**src/rtl/core/bsk_pkg.sv**
```systemverilog
package bsk_pkg;

  // Window depth in characters and number of keys that are compared
  localparam int unsigned KEY_CHARS = 8;
  localparam int unsigned NUM_KEYS  = 4;

  // Register file shape
  localparam int unsigned KEY_REGS     = 4;
  localparam int unsigned KEY_W        = 64;
  localparam int unsigned KEY_REG_CHAR = KEY_W / 8;
  localparam int unsigned LEN_W        = 4;
  localparam int unsigned LENS_W       = KEY_REGS * LEN_W;
  localparam int unsigned TICK_W       = 32;
  localparam int unsigned CFG_IDX_W    = 3;
  localparam int unsigned CFG_DATA_W   = 64;
  localparam int unsigned MASK_W       = 4;

  // First key index that counts as a stop key
  localparam int unsigned FIRST_STOP_KEY = 2;

  typedef enum logic [CFG_IDX_W-1:0] {
    REG_KEY_ZERO    = 3'd0,
    REG_KEY_ONE     = 3'd1,
    REG_KEY_TWO     = 3'd2,
    REG_KEY_THREE   = 3'd3,
    REG_KEY_LENGTHS = 3'd4,
    REG_TIMEOUT     = 3'd5
  } cfg_reg_e;

  // Byte handed from one window cell to the next
  typedef struct packed {
    logic       valid;
    logic [7:0] data;
  } link_t;

  // Result item, last field in the lowest bit
  typedef struct packed {
    logic [MASK_W-1:0] matched_mask;
    logic              timed_out;
    logic              no_retry;
    logic              aborted;
    logic              finished;
  } result_t;

endpackage

```
**src/rtl/core/bsk_cell.sv**
```systemverilog
// One position of the receive window: holds one byte and its valid bit,
// passes it on to the older neighbour on each shift, and extends the
// per-key match chain with the compare at this position.
module bsk_cell (
  input  logic                                clk_i,
  input  logic                                rst_ni,
  input  logic                                shift_i,
  input  bsk_pkg::link_t                      link_i,
  output bsk_pkg::link_t                      link_o,
  input  logic [bsk_pkg::NUM_KEYS-1:0][7:0]   key_char_i,
  input  logic [bsk_pkg::NUM_KEYS-1:0]        active_i,
  input  logic [bsk_pkg::NUM_KEYS-1:0]        match_i,
  output logic [bsk_pkg::NUM_KEYS-1:0]        match_o
);

  logic       valid_q, valid_d;
  logic [7:0] data_q, data_d;

  // Take the neighbour's byte on a shift, else hold
  assign valid_d = shift_i ? link_i.valid : valid_q;
  assign data_d  = shift_i ? link_i.data  : data_q;

  always_ff @(posedge clk_i or negedge rst_ni) begin
    if (!rst_ni) begin
      valid_q <= 1'b0;
    end else begin
      valid_q <= valid_d;
    end
  end

  always_ff @(posedge clk_i) begin
    data_q <= data_d;
  end

  assign link_o.valid = valid_q;
  assign link_o.data  = data_q;

  // Compare against the byte this position will hold after the shift
  always_comb begin
    for (int k = 0; k < bsk_pkg::NUM_KEYS; k++) begin
      match_o[k] = match_i[k] &
                   (!active_i[k] | (valid_d & (data_d == key_char_i[k])));
    end
  end

endmodule

```
**src/rtl/core/boot_stop_key_matcher.sv**
```systemverilog
// Channel   Dir  Payload                                      Handshake
// s_axis    in   tdata: rx_byte; tuser: kind (1 = tick)       tvalid/tready
// m_axis    out  tdata: finished, aborted, no_retry,          tvalid/tready
//                timed_out, matched_mask[3:0]
// cfg       in   cfg_idx_i selects register, cfg_data_i value  cfg_we_i, no wait
//
// For each item the window shifts, all key compares run along the cell
// chain and the result lands in the output register at the same edge. One
// item per cycle is sustained; the window chain of KEY_CHARS cells
// sets the compare depth. A held result stalls input only when the output
// register is full and m_axis_tready is low. Reset clears window, tick
// counter, flags and registers; no clearing pass is needed.
module boot_stop_key_matcher (
  input  logic                              clk_i,
  input  logic                              rst_ni,
  // Input items
  input  logic                              s_axis_tvalid,
  output logic                              s_axis_tready,
  input  logic [7:0]                        s_axis_tdata,  // [7:0] rx_byte
  input  logic                              s_axis_tuser,  // [0] kind
  // Result items
  output logic                              m_axis_tvalid,
  input  logic                              m_axis_tready,
  output logic [7:0]                        m_axis_tdata,  // [0] finished, [1] aborted,
                                                           // [2] no_retry, [3] timed_out,
                                                           // [7:4] matched_mask
  // Register writes
  input  logic                              cfg_we_i,
  input  logic [bsk_pkg::CFG_IDX_W-1:0]     cfg_idx_i,
  input  logic [bsk_pkg::CFG_DATA_W-1:0]    cfg_data_i
);

  localparam int unsigned NK = bsk_pkg::NUM_KEYS;
  localparam int unsigned NC = bsk_pkg::KEY_CHARS;

  logic [bsk_pkg::KEY_REGS-1:0][bsk_pkg::KEY_W-1:0] key_q;
  logic [bsk_pkg::KEY_REGS-1:0][bsk_pkg::LEN_W-1:0] len_q;
  logic [bsk_pkg::TICK_W-1:0]                        timeout_q;

  logic [bsk_pkg::TICK_W-1:0] tick_q, tick_d, tick_inc;
  logic abort_q, abort_d, stop_q, stop_d, expired_q, expired_d;

  logic            out_valid_q;
  bsk_pkg::result_t out_q, out_d;

  logic accept, done, shift, tick;
  logic [NK-1:0] hit, stop_hit, live;

  bsk_pkg::link_t                    link [NC+1];
  logic [NK-1:0]                     chain [NC+1];

  // Register writes, unknown indexes dropped
  always_ff @(posedge clk_i or negedge rst_ni) begin
    if (!rst_ni) begin
      key_q     <= '0;
      len_q     <= '0;
      timeout_q <= '0;
    end else if (cfg_we_i) begin
      case (cfg_idx_i)
        bsk_pkg::REG_KEY_ZERO,
        bsk_pkg::REG_KEY_ONE,
        bsk_pkg::REG_KEY_TWO,
        bsk_pkg::REG_KEY_THREE:   key_q[cfg_idx_i[1:0]] <= cfg_data_i[bsk_pkg::KEY_W-1:0];
        bsk_pkg::REG_KEY_LENGTHS: len_q     <= cfg_data_i[bsk_pkg::LENS_W-1:0];
        bsk_pkg::REG_TIMEOUT:     timeout_q <= cfg_data_i[bsk_pkg::TICK_W-1:0];
        default: ;
      endcase
    end
  end

  // Accept whenever the output register is free or drains this cycle
  assign s_axis_tready = !out_valid_q || m_axis_tready;
  assign accept        = s_axis_tvalid && s_axis_tready;
  assign done          = abort_q || expired_q;
  assign shift         = accept && !done && !s_axis_tuser;
  assign tick          = accept && !done &&  s_axis_tuser;

  // Newest byte enters the head of the chain; keys start live if non-empty
  assign link[0]  = {1'b1, s_axis_tdata};
  always_comb begin
    for (int k = 0; k < NK; k++) begin
      live[k] = (len_q[k] != '0);
    end
  end
  assign chain[0] = live;

  // Window cells, newest byte in cell zero
  for (genvar j = 0; j < NC; j++) begin : g_cell
    logic [NK-1:0][7:0] kc;
    logic [NK-1:0]      act;
    for (genvar k = 0; k < NK; k++) begin : g_key
      if (j < bsk_pkg::KEY_REG_CHAR) begin : g_chr
        assign kc[k] = key_q[k][8*j +: 8];
      end else begin : g_zero
        assign kc[k] = '0;
      end
      assign act[k] = (32'(len_q[k]) > 32'(j));
    end
    bsk_cell u_cell (
      .clk_i      (clk_i),
      .rst_ni     (rst_ni),
      .shift_i    (shift),
      .link_i     (link[j]),
      .link_o     (link[j+1]),
      .key_char_i (kc),
      .active_i   (act),
      .match_i    (chain[j]),
      .match_o    (chain[j+1])
    );
  end

  // Key hits only count on an accepted byte
  always_comb begin
    for (int k = 0; k < NK; k++) begin
      hit[k]      = shift && chain[NC][k];
      stop_hit[k] = hit[k] && (k >= bsk_pkg::FIRST_STOP_KEY);
    end
  end

  // Saturating tick counter and session flags
  assign tick_inc  = (tick_q != '1) ? tick_q + 1'b1 : tick_q;
  assign tick_d    = tick ? tick_inc : tick_q;
  assign expired_d = expired_q || (tick && (tick_inc > timeout_q));
  assign abort_d   = abort_q || (|hit);
  assign stop_d    = stop_q  || (|stop_hit);

  always_ff @(posedge clk_i or negedge rst_ni) begin
    if (!rst_ni) begin
      tick_q    <= '0;
      abort_q   <= 1'b0;
      stop_q    <= 1'b0;
      expired_q <= 1'b0;
    end else begin
      tick_q    <= tick_d;
      abort_q   <= abort_d;
      stop_q    <= stop_d;
      expired_q <= expired_d;
    end
  end

  // Build the result item
  always_comb begin
    out_d              = '0;
    out_d.finished     = abort_d || expired_d;
    out_d.aborted      = abort_d;
    out_d.no_retry     = stop_d;
    out_d.timed_out    = expired_d && !abort_d;
    out_d.matched_mask = bsk_pkg::MASK_W'(hit);
  end

  // Output register: load on accept, drop once taken
  always_ff @(posedge clk_i or negedge rst_ni) begin
    if (!rst_ni) begin
      out_valid_q <= 1'b0;
    end else if (accept) begin
      out_valid_q <= 1'b1;
    end else if (m_axis_tready) begin
      out_valid_q <= 1'b0;
    end
  end

  always_ff @(posedge clk_i) begin
    if (accept) begin
      out_q <= out_d;
    end
  end

  assign m_axis_tvalid = out_valid_q;
  assign m_axis_tdata  = out_q;

endmodule

```
**config.mk**
```make
export PLATFORM = sky130hd
export DESIGN_NAME = boot_stop_key_matcher
export DESIGN_NICKNAME = d
export VERILOG_FILES = /design/src/rtl/core/bsk_pkg.sv /design/src/rtl/core/bsk_cell.sv /design/src/rtl/core/boot_stop_key_matcher.sv
export SDC_FILE = /design/constraint.sdc
export NUM_CORES = 1
export LEC_CHECK = 0
export ABC_AREA = 1
export BUFFER_PORTS_ARGS = -buffer_cell sky130_fd_sc_hd__buf_2
export CAP_MARGIN = 20
export CELL_PAD_IN_SITES_DETAIL_PLACEMENT = 1
export CELL_PAD_IN_SITES_GLOBAL_PLACEMENT = 1
export CORE_MARGIN = 5
export CORE_UTILIZATION = 40
export DETAILED_ROUTE_END_ITERATION = 8
export PLACE_DENSITY_LB_ADDON = 0.1
export SYNTH_ARGS = -nofsm -noshare
export SYNTH_HDL_FRONTEND = slang
export SYNTH_HIERARCHICAL = 1
export SYNTH_SLANG_ARGS = --single-unit
```
**constraint.sdc**
```tcl
create_clock -name clk_i -period 9.02 [get_ports clk_i]
set_clock_uncertainty 0.05 [all_clocks]
set_input_delay 0 -clock clk_i [delete_from_list [all_inputs] [get_ports clk_i]]
set_output_delay 0 -clock clk_i [all_outputs]
set_load 0.05 [all_outputs]
```
==> key figures, run 1 <==
Clock tree
  – Clk Latency, worst-skew pair: 0.61 ns
  – Reg clk slew, reported paths: 0.06 ns
  – Post-cts sizing count: 0
  – CTS tree: yes
  – CTS Sinks: 420
  – Clk buf depth: 3
  – Root Driver: clkbuf_16
  – Clock buffer count from CTS: 50
  – H-tree depth: 2

Layout
  – Ant. Diodes: 0
  – Area grow syn2layout: 14.5%
  – Share of cells above drive strength 1: 14.4%
  – Total Nets Final: 3433

Worst setup path
  – Worst EP required: 9.31 ns
  – Slowest library cell on the worst path: buf_4
  – Startpoint Class: register
  – Critical path endpoint category: register
  – Crit-path max FO: 38
  – Data arrival, critical path: 6.12 ns
  – Worst stage delay on the critical path: 0.63 ns
  – CP Buf/Inv Count: 11
  – CP Class: reg -> reg
  – Cell family with most CP delay: buffers and inverters

Synthesis
  – Mean post-synth cell area: 7.57 sq um
  – Synthesized cell area: 24200 sq um
  – Syn_nets: 3304
  – Yosys warns: 6
  – Post-synthesis cell count: 3190

Timing
  – Worst Max-Slew Pin Slew: 1.03 ns
  – Min Hold Slack: -0.0426 ns
  – Max Slew Vio Count: 0
  – RSZ-0062 raised after global routing: no
  – Hold Fails Final Rpt: 18
  – Final clock period utilization by the worst path: 64.6%
  – Max-Slew Margin vs Limit: 31.3%
  – # setup viols final: 0
  – Setup_tns: 0 ns
  – Fmax: 172 MHz
  – Min cycle time layout: 5.83 ns

Placed design
  – DP HPWL: 55200 microns
  – Buffers on Ports: 90
  – GPL Wtd Cong: 0.865

Die
  – Number of cell rows: 90
  – Initial core utilization: 40.2%
  – I/O Pins: 91
  – Area of the core: 60100 sq um
  – DIE HEIGHT: 256 microns
  – Die area: 65400 sq um
  – Die X: 256 microns

Status
  – Failing checks: hold timing
  – Status: finished, violations left

Pwr
  – Leakage: 13.6 nW
  – Peak VDD IR: 132 uV
  – PwrDens: 196 nW/um^2

Route
  – Vias: 20700
  – 1st-iter DRT viols: 973
  – DR WL met2: 37000 microns
  – Post-Route WL: 75500 microns
  – ANT nets after route: 0
  – Vias/cell: 5.00
  – DR top layer: met4
  – Met3 wire len: 2160 microns
  – Remaining DRCs: 0
  – Initial DRT Pass Iterations: 5
  – WL met1: 34500 microns
  – Wirelength per Cell: 18.2 microns

Global routing
  – Initial antenna violation count: 0
  – Vias in the first global route: 22200
  – Largest net degree at the start of global routing: 103
  – First-pass GRT wire length: 123000 microns
  – Global route total overflow: 0
  – Gr usage total: 23.0%

Min path
  – HP Class: in -> async

Run
  – Max-cap violation count: 0
==> cell usage in the layout (no fill, tap or decap), drive strengths merged, types with 8 or more instances in the layout <==
| cell type | n |
|---|---|
| nand2 | 1109 |
| inv | 511 |
| o21ai | 363 |
| dfrtp | 348 |
| nand3 | 294 |
| nor2 | 173 |
| buf | 101 |
| dlygate4sd3 | 78 |
| clkbuf | 72 |
| dfxtp | 64 |
| nand4 | 55 |
| a21oi | 51 |
| ha | 33 |
| xor2 | 32 |
| nand3b | 17 |
| nor3 | 15 |
| clkinv | 12 |
| a31oi | 8 |
| bufinv | 8 |
| edfxtp | 8 |
==> state kept, by name (all words and copies together) (netlist names), 8 cells and up <==
register and count:
tick_q 32, g_cell.kc 256, m_axis_tdata 8, len_q 16
g_cell.u_cell/data_q 64, timeout_q 32, g_cell.u_cell/valid_q 8
==> final cells by class <==
cell class	count	area [sq um]
fillers	7439	32500
multi-input cells	2157	11400
flip-flops and latches	420	10200
inverters	511	1920
clock buffers	72	1440
well taps	782	978
clock inverters	22	342
repair buffers	179	1320
==> path summary, 6_finish.rpt <==
kind	from	to	slack [ns]	depth (start not counted)
min in group clk_i	cfg_idx_i[0]	g_cell[7].kc[0]	0.15	5
hold / removal	rst_ni	g_cell[6].kc[25]	-0.04	2
hold reg to reg	stop_q	stop_q	0.41	1
max in group asynchronous	rst_ni	timeout_q[31]	6.73	4
setup / recovery	m_axis_tvalid	m_axis_tdata[3]	3.19	31
setup reg to reg	m_axis_tvalid	m_axis_tdata[3]	3.19	31
==> what timing repair did <==
item                      4_1_cts  5_1_grt
hold buffers                   78        0
hold endpoints to repair      423        0
buffers inserted                0        0
==> per-layer routing <==
layer	global-route usage (%)	up-vias
met5	0	-
met4	5.86	0
met3	2.96	93
met2	40.3	215
met1	30.4	10100
li1	-	10300
==> through the flow <==
| stage | instance area (sq um) | total power [mW] | setup WS (ns) | util [%] | std cells |
|---|---|---|---|---|---|
| floorplan | 24200 | 2.91 | 4.68 | - | 3190 |
| global placement | 25100 | 3.20 | 3.28 | 41.7 | 3971 |
| detailed placement | 25100 | 3.24 | 3.18 | 41.7 | 3971 |
| CTS | 27700 | 5.49 | 3.15 | 46.0 | 4143 |
| global route | 27700 | 5.74 | 2.67 | 46.0 | 4143 |
| finish | 27700 | 5.41 | 3.19 | 46.0 | 4143 |
==> power by group <==
group	switching (mW)	internal, mW	total (mW)
registers	0.226	2.14	2.37
logic	0.513	0.341	0.854
clock network	0.850	1.34	2.19
(Power assumes the default switching activity.)
==> run 2: changes to the inputs <==
--- a/config.mk
+++ b/config.mk
@@ -5,7 +5,7 @@
 export SDC_FILE = /design/constraint.sdc
 export NUM_CORES = 1
 export LEC_CHECK = 0
-export ABC_AREA = 1
+export ABC_AREA = 0
 export BUFFER_PORTS_ARGS = -buffer_cell sky130_fd_sc_hd__buf_2
 export CAP_MARGIN = 20
 export CELL_PAD_IN_SITES_DETAIL_PLACEMENT = 1
==> constraint.sdc (replaced) <==
create_clock -name clk_i -period 5.8 [get_ports clk_i]
set_clock_uncertainty 0.05 [all_clocks]
set_input_delay 0 -clock clk_i [delete_from_list [all_inputs] [get_ports clk_i]]
set_output_delay 0 -clock clk_i [all_outputs]
set_load 0.05 [all_outputs]
==> run 2 against run 1 <==
Against the previous run: the run now ends clean; highest routed layer unchanged; critical path depth is 13 lower; sequential cell count stayed put; maximum frequency is 16% higher; via count is 34% lower; largest cell class unchanged; sequential power is 92% higher; first-iteration DRC count is 44% lower; count of clock-buffer cells in the layout is 7 higher; routed wire length is 22% lower.
==> key figures, run 2 <==
Layout
  – Fillers: 5575
  – Total Nets Final: 2043
  – Most common cell after layout, fill and taps aside: dfrtp_1
  – Max reg flops: 256
  – Ant. Diodes: 0
  – Area grow syn2layout: 18.0%
  – Most frequent cells in the layout: dfrtp_1 (348), mux2_2 (305), xnor2_1 (244)
  – Share of cells above drive strength 1: 29.7%
  – Seq. cell area: 10200 sq um
  – Final core occ: 47.4%
  – Multi-input gate area: 10700 sq um

Worst setup path
  – Slowest library cell on the worst path: nor2_4
  – Critical path depth: 18
  – Worst stage delay on the critical path: 0.60 ns
  – Startpoint Class: register
  – CP Buf/Inv Count: 0
  – R2r startpoint: expired_q
  – Worst EP required: 6.04 ns
  – Crit-path max FO: 13
  – Setup crit end: m_axis_tdata[3]
  – Critical Path Most Common Cell: a21boi_1
  – Flop2flop setup slack: 0.77 ns
  – Cell family with most CP delay: compound AO/OA/AOI/OAI gates
  – Data arrival, critical path: 5.27 ns
  – R2R cell count: 18
  – Worst r2r dst: m_axis_tdata[3]
  – Critical path endpoint category: register
  – CP Cell Sequence: nor2_1, nand3_1, nor2_4, mux2i_4, xnor2_1, nor4_1, nand3_1, a21boi_1, a21boi_1, a21boi_1, a21boi_1, a21boi_1, a21boi_1, a21boi_1, a21boi_1, or4_1, a21o_1, a21oi_1
  – CP Class: reg -> reg
  – Critical path origin: expired_q

Global routing
  – Gr usage total: 20.1%
  – Initial antenna violation count: 0
  – Vias in the first global route: 15300
  – First-pass GRT wire length: 92800 microns
  – Global route total overflow: 0
  – Largest net degree at the start of global routing: 149

Timing
  – Max-Slew Margin vs Limit: 35.0%
  – Worst Max-Slew Pin Slew: 0.974 ns
  – Final clock period utilization by the worst path: 86.6%
  – Hold Fails Final Rpt: 0
  – Setup_tns: 0 ns
  – Min cycle time layout: 5.03 ns
  – RSZ-0062 raised after global routing: no
  – Max Slew Vio Count: 0
  – Fmax: 199 MHz
  – # setup viols final: 0

Route
  – Initial DRT Pass Iterations: 4
  – 1st-iter DRT viols: 547
  – Vias/cell: 5.15
  – ANT nets after route: 0
  – Vias: 13700
  – Post-Route WL: 58700 microns
  – Wirelength per Cell: 22.0 microns
  – Remaining DRCs: 0

Die
  – DIE HEIGHT: 242 microns
  – Number of cell rows: 85
  – Die area: 58600 sq um
  – Area of the core: 53600 sq um
  – Die X: 242 microns
  – Initial core utilization: 40.2%
  – I/O Pins: 91

Synthesis
  – Yosys warns: 6
  – Synthesized cell area: 21500 sq um
  – Post-synthesis cell count: 1741
  – Mean post-synth cell area: 12.4 sq um
  – Syn_nets: 1855

Clock tree
  – Reg clk slew, reported paths: 0.06 ns
  – Clk buf depth: 3
  – Root Driver: clkbuf_16
  – Post-cts sizing count: 0
  – Clock buffer count from CTS: 49
  – CTS tree: yes
  – H-tree depth: 2
  – CTS Sinks: 420
  – Clk Latency, worst-skew pair: 0.60 ns

Min path
  – HP Class: in -> reg
  – Hold Startpoint: cfg_idx_i[1]

Status
  – Status: finished, final reports clean

Pwr
  – Peak VDD IR: 232 uV
  – Leakage: 10.8 nW
  – PwrDens: 444 nW/um^2

Placed design
  – GPL Wtd Cong: 0.803
  – DP HPWL: 42500 microns
  – Buffers on Ports: 90

Run
  – Max-cap violation count: 0
[run 2: how the worst min path moves through the flow]
stage / to / depth (start not counted) / slack, ns
2_1_floorplan: abort_q / 0 / -0.35
6_report: g_cell[1].kc[21] / 4 / 0.05
3_3_place_gp: tick_q[25] / 1 / 0.02
5_1_grt: g_cell[1].kc[21] / 4 / 0.04
3_5_place_dp: tick_q[24] / 1 / 0.01
4_1_cts: g_cell[1].kc[17] / 4 / 0.01
[run 2: power breakdown]
group          total, mW  leakage (nW)  internal [mW]  switching (mW)
Combinational       3.45          5.08           1.83            1.62
Clock               3.27         0.861           2.02            1.25
Sequential          4.56          4.85           3.68           0.877
Total               11.3          10.8           7.53            3.74
[run 2: what timing repair did]
item / in CTS / in global routing
hold endpoints to repair: 393 / 0
setup buffers: 0 / 0
hold buffers: 81 / 0
[run 2: final cells by class]
class	count	share of cell area (%)
inverters	88	1.30
repair buffers	199	6.13
well taps	696	3.43
multi-input cells	1171	42.1
clock buffers	79	6.15
clock inverters	13	0.665
flip-flops and latches	420	40.3
[run 2: metrics by stage]
stage	hold WS [ns]	instance area (sq um)	setup WS [ns]	instances	total power [mW]
after detailed placement	0.0121	22800	0.705	2493	8.06
after CTS	0.0107	25400	0.655	2666	11.5
after floorplan	-0.346	21500	1.00	1741	7.08
after global routing	0.0351	25400	0.214	2666	12.0
final	0.0543	25400	0.775	2666	11.3
after global placement	0.0225	22800	0.762	2492	7.96
[run 2: worst min-delay path, cell delays in order]
cell	delay [ns]
buf_2	0.15
nand2_1	0.11
nor2_4	0.13
mux2_2	0.25
[run 2: metal layers]
layer | wire length, microns | track usage (%) | up-vias
met4 | 1630 | 5.61 | 0
li1 | - | - | 6432
met3 | 2060 | 3.25 | 87
met2 | 28600 | 34.0 | 179
met5 | 0 | 0 | -
met1 | 26400 | 27.0 | 7019
